**src/design/pointer_value_murmur_hash_macros.svh**
```systemverilog
// Assertion macros for the pointer value hash block
`ifndef POINTER_VALUE_MURMUR_HASH_MACROS_SVH
`define POINTER_VALUE_MURMUR_HASH_MACROS_SVH

`ifndef NO_ASSERTIONS
`define PVMH_ASSERT_IMPL(label, clk, rst_n, ante, cons) \
    label: assert property (@(posedge clk) disable iff (!(rst_n)) (ante) |-> (cons)) \
        else $error("pvmh assertion failed");
`define PVMH_ASSERT_NEXT(label, clk, rst_n, ante, cons) \
    label: assert property (@(posedge clk) disable iff (!(rst_n)) (ante) |=> (cons)) \
        else $error("pvmh assertion failed");
`else
`define PVMH_ASSERT_IMPL(label, clk, rst_n, ante, cons)
`define PVMH_ASSERT_NEXT(label, clk, rst_n, ante, cons)
`endif

`endif

```
**src/design/pvmh_pkg.sv**
```systemverilog
// Types, constants and helpers shared by the pointer value hash modules
package pvmh_pkg;

    localparam int KEY_W   = 64;
    localparam int LEN_W   = 7;
    localparam int SEED_W  = 32;
    localparam int HASH_W  = 64;
    localparam int ROUND_W = 5;
    localparam int QUAD_W  = LEN_W - 2;
    localparam int S_TDATA_W = 72;
    localparam int M_TDATA_W = 64;

    localparam logic [63:0] MIX_C1    = 64'h87c37b91114253d5;
    localparam logic [63:0] MIX_C2    = 64'h4cf5ad432745937f;
    localparam logic [63:0] LANE1_ADD = 64'h0000000052dce729;
    localparam logic [63:0] LANE2_ADD = 64'h0000000038495ab5;
    localparam logic [63:0] FIN_M1    = 64'hff51afd7ed558ccd;
    localparam logic [63:0] FIN_M2    = 64'hc4ceb9fe1a85ec53;

    typedef enum logic [4:0] {
        DP_NOP,
        DP_LOAD,
        DP_OPA_BYTE1,
        DP_OPA_BYTE2,
        DP_OPA_ROT31,
        DP_OPA_ROT33,
        DP_MUL,
        DP_L1_MIX,
        DP_L1_SCALE,
        DP_L2_MIX,
        DP_L2_SCALE,
        DP_LEN_XOR,
        DP_ADD12,
        DP_ADD21,
        DP_OPA_FMIX1,
        DP_OPA_FMIX2,
        DP_OPA_FMIXACC,
        DP_L1_FIN,
        DP_L2_FIN,
        DP_OUT
    } dp_op_t;

    typedef enum logic [1:0] {
        KC_C1,
        KC_C2,
        KC_M1,
        KC_M2
    } kc_sel_t;

    typedef enum logic [1:0] {
        MPH_LOW,
        MPH_CROSS_HI,
        MPH_CROSS_LO
    } mul_phase_t;

    typedef struct packed {
        dp_op_t               op;
        kc_sel_t              kc;
        mul_phase_t           mphase;
        logic [ROUND_W-1:0]   round;
    } pvmh_cmd_t;

    typedef struct packed {
        logic [QUAD_W-1:0] quads;
    } pvmh_status_t;

    function automatic logic [63:0] rotl64(input logic [63:0] v, input logic [5:0] amt);
        return (v << amt) | (v >> (7'd64 - {1'b0, amt}));
    endfunction

    function automatic logic [63:0] mul_const(input kc_sel_t kc);
        logic [63:0] k;
        case (kc)
            KC_C1:   k = MIX_C1;
            KC_C2:   k = MIX_C2;
            KC_M1:   k = FIN_M1;
            KC_M2:   k = FIN_M2;
            default: k = MIX_C1;
        endcase
        return k;
    endfunction

endpackage

```
**src/design/pointer_value_murmur_hash.sv**
```systemverilog
// The shared 32x32 multiplier runs three partial products per 64-bit multiply, four multiplies
// per round and four in finalization; the number of rounds is min(length/4, MAX_ROUNDS).
// A new word is accepted only while the sequencer is idle, after the previous result has been
// written to the output register. A finished result waits in the output register; the sequencer
// stalls only when the next result is ready before the previous one is taken.
// Reset (aresetn low, synchronous): sequencer idles, output invalid, seed cleared to zero.
`include "pointer_value_murmur_hash_macros.svh"

module pointer_value_murmur_hash
    import pvmh_pkg::*;
#(
    parameter int MAX_ROUNDS = 31
)
(
    input  logic                 aclk,
    input  logic                 aresetn,
    input  logic                 cfg_wen,
    input  logic [SEED_W-1:0]    cfg_wdata,     // hash_seed
    input  logic                 s_tvalid,
    output logic                 s_tready,
    input  logic [S_TDATA_W-1:0] s_tdata,       // [63:0] key_value, [70:64] length_bytes, [71] zero
    output logic                 m_tvalid,
    input  logic                 m_tready,
    output logic [M_TDATA_W-1:0] m_tdata        // [63:0] hash_value
);

    pvmh_cmd_t    cmd;
    pvmh_status_t status;

    pvmh_ctrl #(
        .MAX_ROUNDS (MAX_ROUNDS)
    ) u_ctrl (
        .aclk     (aclk),
        .aresetn  (aresetn),
        .s_tvalid (s_tvalid),
        .s_tready (s_tready),
        .m_tvalid (m_tvalid),
        .m_tready (m_tready),
        .status   (status),
        .cmd      (cmd)
    );

    pvmh_datapath u_datapath (
        .aclk      (aclk),
        .aresetn   (aresetn),
        .cfg_wen   (cfg_wen),
        .cfg_wdata (cfg_wdata),
        .s_tdata   (s_tdata),
        .cmd       (cmd),
        .status    (status),
        .hash_out  (m_tdata)
    );

    `PVMH_ASSERT_NEXT(a_busy_after_accept, aclk, aresetn, s_tvalid && s_tready, !s_tready)
    `PVMH_ASSERT_IMPL(a_load_on_accept, aclk, aresetn, cmd.op == DP_LOAD, s_tvalid && s_tready)
    `PVMH_ASSERT_IMPL(a_no_overwrite, aclk, aresetn, m_tvalid && !m_tready, cmd.op != DP_OUT)
    `PVMH_ASSERT_NEXT(a_out_sets_valid, aclk, aresetn, cmd.op == DP_OUT, m_tvalid)

endmodule

```
**src/design/pvmh_datapath.sv**
```systemverilog
// Hash datapath: lanes, shared 32x32 multiplier with accumulator, seed and result registers
module pvmh_datapath
    import pvmh_pkg::*;
(
    input  logic                 aclk,
    input  logic                 aresetn,
    input  logic                 cfg_wen,
    input  logic [SEED_W-1:0]    cfg_wdata,
    input  logic [S_TDATA_W-1:0] s_tdata,
    input  pvmh_cmd_t            cmd,
    output pvmh_status_t         status,
    output logic [HASH_W-1:0]    hash_out
);

    logic [SEED_W-1:0] seed_reg;
    logic [KEY_W-1:0]  key_reg, key_next;
    logic [LEN_W-1:0]  len_reg, len_next;
    logic [63:0]       lane1_reg, lane1_next;
    logic [63:0]       lane2_reg, lane2_next;
    logic [63:0]       opa_reg, opa_next;
    logic [63:0]       acc_reg, acc_next;
    logic [63:0]       hash_reg, hash_next;

    logic [7:0]  byte_val;
    logic [63:0] kval;
    logic [31:0] mul_a, mul_b;
    logic [63:0] prod;
    logic [63:0] mixed;

    assign byte_val = 8'(key_reg >> {cmd.round, 1'b0});
    assign kval     = mul_const(cmd.kc);
    assign mul_a    = (cmd.mphase == MPH_CROSS_LO) ? opa_reg[63:32] : opa_reg[31:0];
    assign mul_b    = (cmd.mphase == MPH_CROSS_HI) ? kval[63:32] : kval[31:0];
    assign prod     = mul_a * mul_b;
    assign mixed    = acc_reg ^ (acc_reg >> 33);

    always_comb begin
        key_next   = key_reg;
        len_next   = len_reg;
        lane1_next = lane1_reg;
        lane2_next = lane2_reg;
        opa_next   = opa_reg;
        acc_next   = acc_reg;
        hash_next  = hash_reg;
        case (cmd.op)
            DP_LOAD: begin
                key_next   = s_tdata[KEY_W-1:0];
                len_next   = s_tdata[KEY_W +: LEN_W];
                lane1_next = {32'd0, seed_reg};
                lane2_next = {32'd0, seed_reg};
            end
            DP_OPA_BYTE1:   opa_next = {56'd0, byte_val};
            DP_OPA_BYTE2:   opa_next = {43'd0, byte_val, 13'd0};
            DP_OPA_ROT31:   opa_next = rotl64(acc_reg, 6'd31);
            DP_OPA_ROT33:   opa_next = rotl64(acc_reg, 6'd33);
            DP_MUL: begin
                if (cmd.mphase == MPH_LOW) begin
                    acc_next = prod;
                end else begin
                    acc_next = acc_reg + {prod[31:0], 32'd0};
                end
            end
            DP_L1_MIX:      lane1_next = rotl64(lane1_reg ^ acc_reg, 6'd27) + lane2_reg;
            DP_L1_SCALE:    lane1_next = {lane1_reg[61:0], 2'b00} + lane1_reg + LANE1_ADD;
            DP_L2_MIX:      lane2_next = rotl64(lane2_reg ^ acc_reg, 6'd31) + lane1_reg;
            DP_L2_SCALE:    lane2_next = {lane2_reg[61:0], 2'b00} + lane2_reg + LANE2_ADD;
            DP_LEN_XOR: begin
                lane1_next = lane1_reg ^ {57'd0, len_reg};
                lane2_next = lane2_reg ^ {57'd0, len_reg};
            end
            DP_ADD12:       lane1_next = lane1_reg + lane2_reg;
            DP_ADD21:       lane2_next = lane2_reg + lane1_reg;
            DP_OPA_FMIX1:   opa_next = lane1_reg ^ (lane1_reg >> 33);
            DP_OPA_FMIX2:   opa_next = lane2_reg ^ (lane2_reg >> 33);
            DP_OPA_FMIXACC: opa_next = mixed;
            DP_L1_FIN:      lane1_next = mixed;
            DP_L2_FIN:      lane2_next = mixed;
            DP_OUT:         hash_next = lane1_reg + lane2_reg;
            default: ;
        endcase
    end

    always_ff @(posedge aclk) begin
        if (!aresetn) begin
            seed_reg <= '0;
        end else if (cfg_wen) begin
            seed_reg <= cfg_wdata;
        end
    end

    always_ff @(posedge aclk) begin
        key_reg   <= key_next;
        len_reg   <= len_next;
        lane1_reg <= lane1_next;
        lane2_reg <= lane2_next;
        opa_reg   <= opa_next;
        acc_reg   <= acc_next;
        hash_reg  <= hash_next;
    end

    assign status.quads = len_reg[LEN_W-1:2];
    assign hash_out     = hash_reg;

endmodule

```
**src/design/pvmh_ctrl.sv**
```systemverilog
// Hash sequencer: round counter, multiply phase stepping and output handshake
module pvmh_ctrl
    import pvmh_pkg::*;
#(
    parameter int MAX_ROUNDS = 31
)
(
    input  logic         aclk,
    input  logic         aresetn,
    input  logic         s_tvalid,
    output logic         s_tready,
    output logic         m_tvalid,
    input  logic         m_tready,
    input  pvmh_status_t status,
    output pvmh_cmd_t    cmd
);

    localparam int CNT_W = $clog2(MAX_ROUNDS + 1);

    typedef enum logic [4:0] {
        ST_IDLE, ST_START, ST_B1, ST_R1, ST_L1A, ST_L1B, ST_B2, ST_R2, ST_L2A, ST_L2B,
        ST_LENX, ST_ADD12, ST_ADD21, ST_F1A, ST_F1B, ST_F1C, ST_F2A, ST_F2B, ST_F2C,
        ST_OUT, ST_MUL
    } state_t;

    state_t           state_reg, state_next;
    state_t           ret_reg, ret_next;
    kc_sel_t          kc_reg, kc_next;
    mul_phase_t       phase_reg, phase_next;
    logic [CNT_W-1:0] cnt_reg, cnt_next;
    logic             m_tvalid_reg, m_tvalid_next;
    logic [CNT_W-1:0] rounds_lim;

    assign rounds_lim = (32'(status.quads) > MAX_ROUNDS) ? CNT_W'(MAX_ROUNDS)
                                                          : CNT_W'(status.quads);
    assign s_tready = (state_reg == ST_IDLE);
    assign m_tvalid = m_tvalid_reg;

    always_comb begin
        state_next    = state_reg;
        ret_next      = ret_reg;
        kc_next       = kc_reg;
        phase_next    = phase_reg;
        cnt_next      = cnt_reg;
        m_tvalid_next = m_tvalid_reg;
        cmd.op        = DP_NOP;
        cmd.kc        = kc_reg;
        cmd.mphase    = phase_reg;
        cmd.round     = ROUND_W'(cnt_reg);

        if (m_tvalid_reg && m_tready) begin
            m_tvalid_next = 1'b0;
        end

        case (state_reg)
            ST_IDLE: begin
                if (s_tvalid) begin
                    cmd.op     = DP_LOAD;
                    state_next = ST_START;
                end
            end
            ST_START: begin
                cnt_next   = '0;
                state_next = (rounds_lim == '0) ? ST_LENX : ST_B1;
            end
            ST_B1: begin
                cmd.op     = DP_OPA_BYTE1;
                kc_next    = KC_C1;
                ret_next   = ST_R1;
                phase_next = MPH_LOW;
                state_next = ST_MUL;
            end
            ST_R1: begin
                cmd.op     = DP_OPA_ROT31;
                kc_next    = KC_C2;
                ret_next   = ST_L1A;
                phase_next = MPH_LOW;
                state_next = ST_MUL;
            end
            ST_L1A: begin
                cmd.op     = DP_L1_MIX;
                state_next = ST_L1B;
            end
            ST_L1B: begin
                cmd.op     = DP_L1_SCALE;
                state_next = ST_B2;
            end
            ST_B2: begin
                cmd.op     = DP_OPA_BYTE2;
                kc_next    = KC_C2;
                ret_next   = ST_R2;
                phase_next = MPH_LOW;
                state_next = ST_MUL;
            end
            ST_R2: begin
                cmd.op     = DP_OPA_ROT33;
                kc_next    = KC_C1;
                ret_next   = ST_L2A;
                phase_next = MPH_LOW;
                state_next = ST_MUL;
            end
            ST_L2A: begin
                cmd.op     = DP_L2_MIX;
                state_next = ST_L2B;
            end
            ST_L2B: begin
                cmd.op = DP_L2_SCALE;
                if (cnt_reg == rounds_lim - CNT_W'(1)) begin
                    state_next = ST_LENX;
                end else begin
                    cnt_next   = cnt_reg + CNT_W'(1);
                    state_next = ST_B1;
                end
            end
            ST_LENX: begin
                cmd.op     = DP_LEN_XOR;
                state_next = ST_ADD12;
            end
            ST_ADD12: begin
                cmd.op     = DP_ADD12;
                state_next = ST_ADD21;
            end
            ST_ADD21: begin
                cmd.op     = DP_ADD21;
                state_next = ST_F1A;
            end
            ST_F1A: begin
                cmd.op     = DP_OPA_FMIX1;
                kc_next    = KC_M1;
                ret_next   = ST_F1B;
                phase_next = MPH_LOW;
                state_next = ST_MUL;
            end
            ST_F1B: begin
                cmd.op     = DP_OPA_FMIXACC;
                kc_next    = KC_M2;
                ret_next   = ST_F1C;
                phase_next = MPH_LOW;
                state_next = ST_MUL;
            end
            ST_F1C: begin
                cmd.op     = DP_L1_FIN;
                state_next = ST_F2A;
            end
            ST_F2A: begin
                cmd.op     = DP_OPA_FMIX2;
                kc_next    = KC_M1;
                ret_next   = ST_F2B;
                phase_next = MPH_LOW;
                state_next = ST_MUL;
            end
            ST_F2B: begin
                cmd.op     = DP_OPA_FMIXACC;
                kc_next    = KC_M2;
                ret_next   = ST_F2C;
                phase_next = MPH_LOW;
                state_next = ST_MUL;
            end
            ST_F2C: begin
                cmd.op     = DP_L2_FIN;
                state_next = ST_OUT;
            end
            ST_OUT: begin
                if (!m_tvalid_reg || m_tready) begin
                    cmd.op        = DP_OUT;
                    m_tvalid_next = 1'b1;
                    state_next    = ST_IDLE;
                end
            end
            ST_MUL: begin
                cmd.op = DP_MUL;
                case (phase_reg)
                    MPH_LOW:      phase_next = MPH_CROSS_HI;
                    MPH_CROSS_HI: phase_next = MPH_CROSS_LO;
                    default: begin
                        phase_next = MPH_LOW;
                        state_next = ret_reg;
                    end
                endcase
            end
            default: state_next = ST_IDLE;
        endcase
    end

    always_ff @(posedge aclk) begin
        if (!aresetn) begin
            state_reg    <= ST_IDLE;
            ret_reg      <= ST_IDLE;
            kc_reg       <= KC_C1;
            phase_reg    <= MPH_LOW;
            cnt_reg      <= '0;
            m_tvalid_reg <= 1'b0;
        end else begin
            state_reg    <= state_next;
            ret_reg      <= ret_next;
            kc_reg       <= kc_next;
            phase_reg    <= phase_next;
            cnt_reg      <= cnt_next;
            m_tvalid_reg <= m_tvalid_next;
        end
    end

endmodule
```
**config.mk**
```make
export PLATFORM = sky130hd
export DESIGN_NAME = pointer_value_murmur_hash
export DESIGN_NICKNAME = d
export VERILOG_FILES = /design/src/design/pvmh_pkg.sv /design/src/design/pointer_value_murmur_hash.sv /design/src/design/pvmh_datapath.sv /design/src/design/pvmh_ctrl.sv
export VERILOG_INCLUDE_DIRS = /design/src /design/src/design
export SDC_FILE = /design/constraint.sdc
export NUM_CORES = 2
export LEC_CHECK = 0
export BUFFER_PORTS_ARGS = -buffer_cell sky130_fd_sc_hd__buf_2
export CELL_PAD_IN_SITES_DETAIL_PLACEMENT = 0
export CELL_PAD_IN_SITES_GLOBAL_PLACEMENT = 1
export CORE_MARGIN = 10
export CORE_UTILIZATION = 23
export DETAILED_ROUTE_END_ITERATION = 10
export GPL_TIMING_DRIVEN = 1
export HOLD_SLACK_MARGIN = 0.03
export PLACE_DENSITY = 0.4
export SYNTH_ARGS = -nofsm -noshare
export SYNTH_HDL_FRONTEND = slang
export SYNTH_SLANG_ARGS = --single-unit
```
**constraint.sdc**
```tcl
create_clock -name aclk -period 12.2 [get_ports aclk]
set_input_delay 0.61 -clock aclk [delete_from_list [all_inputs] [get_ports aclk]]
set_output_delay 0.61 -clock aclk [all_outputs]
set_load 0.02 [all_outputs]
```
==> results_dict.tcl <==
set metrics [dict create \
    outcome "complete, no violations" \
    worstPathRequired_ns 12.65 \
    synthFlopType "edfxtp_1" \
    ys_types 106 \
    via_per_inst 5.13 \
    grt-ovfl-total 0 \
    synthArstFlopShare_pct 0 \
    cp-start-kind "register" \
    r2r_cells 29 \
    rsz0062_at_grt "false" \
    path_max_fanout 13 \
    drive_gt1_share_pct 8.30 \
    postLayoutCoreUtil_pct 25.9 \
    worstHoldStart "s_tdata[35]" \
    track_usage_pct 23.6 \
    cts_buffer_depth 3 \
    finalSetupViolations 0 \
    r2r-start "u_ctrl.kc_reg[1]" \
    drc 0 \
    avgSynthCellArea_um2 8.61 \
    postCtsSetupBuffers 0 \
    syn_nets 10933 \
    worstReg2RegEnd "u_datapath.acc_reg[63]" \
    routed_wl_mm 446 \
    cts_tree "done" \
    cts.root.buffer_cell "clkbuf_16" \
    synth_edf_count 391 \
    holdPathEnd "u_datapath.key_reg[35]" \
    final_area_um2 88900 \
    synth_seq_cells 443 \
    drt_pass1_iterations 6 \
    final_antenna_net_count 0 \
    die_area_um2 368000 \
    post-dp-hpwl_mm 370 \
    die_w_um 606 \
    ys_warn_count 0 \
    antenna_found_initial 29 \
    vias 71058 \
    grt_max_degree 73 \
    clk_pin_slew_ns 0.07 \
    io_pins 175 \
    crit_type "reg -> reg" \
    start_util_pct 23.1 \
    crit_path_max_incr_delay_ns 0.74 \
    cp_slowest_cell "dfxtp_1" \
    std_cell_rows 215 \
    grt_pass1_vias 72947 \
    crit_top_cell "fa_1" \
    drt_iter0_markers 6275 \
    syn-instance-count 9182 \
    drv_slew 0 \
    worst_slew_pin_slew_ns 1.34 \
    htreeDepth 2 \
    crit_path_end_kind "register" \
    r2r_slack_ns 0.82 \
    finalCritPeriodShare_pct 93.2 \
    port_buffers 173 \
    area_delta_synth_final_pct 12.4 \
    hold_depth 1 \
    max_cap_viol_count 0 \
    hold_viol 0 \
    max_slew_margin_pct 10.3 \
    insertion_delay_ns 0.77 \
    fp.coreArea_um2 343000 \
    clock_sinks 443 \
    wl_per_cell_um 32.2 \
    gp_congestion 0.965 \
    yosysSeqAreaShare_pct 16.2 \
    grt_pass1_wl_mm 614 \
    fp.dieH_um 606 \
    synth_area_um2 79100 \
    finClkSkew_ns 0.0663 \
    timing.setup.tns_ns 0 \
    cts-buffers-inserted 60 \
    n_fill_cell 37450 \
    nets 10987 \
    cp.arrival_ns 11.83 \
    hp-class "in -> reg" \
    dpl-instance-area_um2 86100 \
    fin_crit_ns 11.38 \
    fmaxAchievable_mhz 87.9 \
]
[kinds of logic (layout without fill, tap and decap cells)]
logic type,count (synthesis),count (layout),share of synthesized area [%]
multiplexers,199,199,3.13
flip-flops,443,443,16.2
AO/OA/AOI/OAI,2024,2024,17.1
other,0,10,0
buffers and inverters,1652,1757,7.89
adder cells (fa/ha/maj),1642,1642,34.5
AND/OR/NAND/NOR,2613,2613,14.4
XOR/XNOR,609,609,6.77
[cells in the final DEF (no fill, tap or decap), drive strengths merged, types with 68 or more instances in the layout]
| master | count |
|---|---|
| a21o | 242 |
| a21oi | 542 |
| a221oi | 73 |
| a22oi | 101 |
| a31oi | 68 |
| and2 | 72 |
| buf | 468 |
| clkbuf | 71 |
| dlygate4sd3 | 70 |
| edfxtp | 391 |
| fa | 900 |
| ha | 742 |
| inv | 1110 |
| mux2i | 126 |
| nand2 | 1192 |
| nand2b | 87 |
| nand3 | 144 |
| nand4 | 114 |
| nor2 | 710 |
| nor3 | 93 |
| o211ai | 75 |
| o21ai | 386 |
| o21bai | 71 |
| xnor2 | 261 |
| xor2 | 348 |
[metal layers]
| metal | vias to the layer above | wire (um) | share of wire [%] | track usage (%) |
|---|---|---|---|---|
| met2 | 2144 | 205000 | 46 | 38.6 |
| met5 | - | 12 | 0.0027 | 0 |
| li1 | 31396 | - | - | - |
| met1 | 37150 | 207000 | 47 | 33.1 |
| met3 | 366 | 18900 | 4.2 | 2.05 |
| met4 | 2 | 15000 | 3.4 | 6.68 |
[stage by stage]
| step | hold slack, ns | worst slack, ns | instances |
|---|---|---|---|
| finish | 0.0628 | 0.824 | 13854 |
| global route | 0.0536 | 0.401 | 13845 |
| CTS | 0.0315 | 0.849 | 13844 |
| detailed placement | 0.470 | 0.940 | 13661 |
| global placement | 0.472 | 1.04 | 13661 |
| floorplan | 0.440 | 2.33 | 9182 |
[how the worst max path moves through the flow]
stage | slack (ns) | startpoint | end
floorplan | 2.33 | u_ctrl.phase_reg[0] | u_datapath.acc_reg[62]
CTS | 0.85 | u_ctrl.kc_reg[1] | u_datapath.acc_reg[59]
detailed placement | 0.94 | u_ctrl.kc_reg[1] | u_datapath.acc_reg[59]
global placement | 1.04 | u_ctrl.kc_reg[1] | u_datapath.acc_reg[59]
finish | 0.82 | u_ctrl.kc_reg[1] | u_datapath.acc_reg[63]
global route | 0.40 | u_ctrl.phase_reg[0] | u_datapath.acc_reg[62]
[worst max-delay path: cells and delay by family (launching register included)]
kind / cells / cell delay [ns]
mux: 1 / 0.10
xor+xnor: 1 / 0.20
simple gates: 4 / 1.24
fa+ha+maj: 10 / 5.11
flops: 1 / 0.74
buf+inv: 5 / 0.70
compound gates: 8 / 2.93
[cell type report]
class,instances,area [um2],share of cell area [%]
multi-input combinational,7087,60300,67.9
sequential,443,12800,14.4
tap,4557,5700,6.41
inverter,1106,4150,4.67
timing repair buffer,538,3780,4.25
clock buffer,71,1650,1.85
clock inverter,42,472,0.531
antenna,10,25.0,0.0281
[timing repair]
item / 4_1_cts / 5_1_grt
endpoints found under the hold margin: 70 / 0
hold buffers: 70 / 0
resized for setup: 0 / 0
[Yosys cell counts (all sizes together), types with 22 or more instances]
| library cell | instances | share of area, % |
|---|---|---|
| nand2 | 1192 | 5.7 |
| a221oi | 73 | 0.87 |
| xnor2 | 261 | 2.9 |
| a21boi | 25 | 0.24 |
| nor2 | 710 | 3.4 |
| nor3 | 93 | 0.59 |
| o22ai | 23 | 0.18 |
| or3 | 28 | 0.22 |
| nand3 | 144 | 0.92 |
| a22oi | 101 | 0.96 |
| a211oi | 61 | 0.59 |
| nor4 | 23 | 0.18 |
| a21o | 242 | 2.3 |
| mux4 | 35 | 1.0 |
| o211ai | 75 | 0.72 |
| and2 | 72 | 0.57 |
| ha | 742 | 12 |
| fa | 900 | 23 |
| and3 | 39 | 0.31 |
| nand4 | 114 | 0.91 |
| o221ai | 22 | 0.24 |
| o21bai | 71 | 0.68 |
| dfxtp | 52 | 1.3 |
| o31ai | 22 | 0.22 |
| xor2 | 348 | 3.9 |
| clkbuf | 487 | 2.3 |
| edfxtp | 391 | 15 |
| nor2b | 51 | 0.40 |
| o21a | 64 | 0.61 |
| nand2b | 87 | 0.69 |
| a222oi | 55 | 0.70 |
| a31oi | 68 | 0.55 |
| buf | 59 | 0.33 |
| o21ai | 386 | 2.5 |
| a21oi | 542 | 3.4 |
| mux2 | 38 | 0.54 |
| inv | 1105 | 5.2 |
| mux2i | 126 | 1.6 |
Power is left out: the tool's default activity adds up to more than one toggle a clock period on the data nets, which glitch-free logic cannot reach.
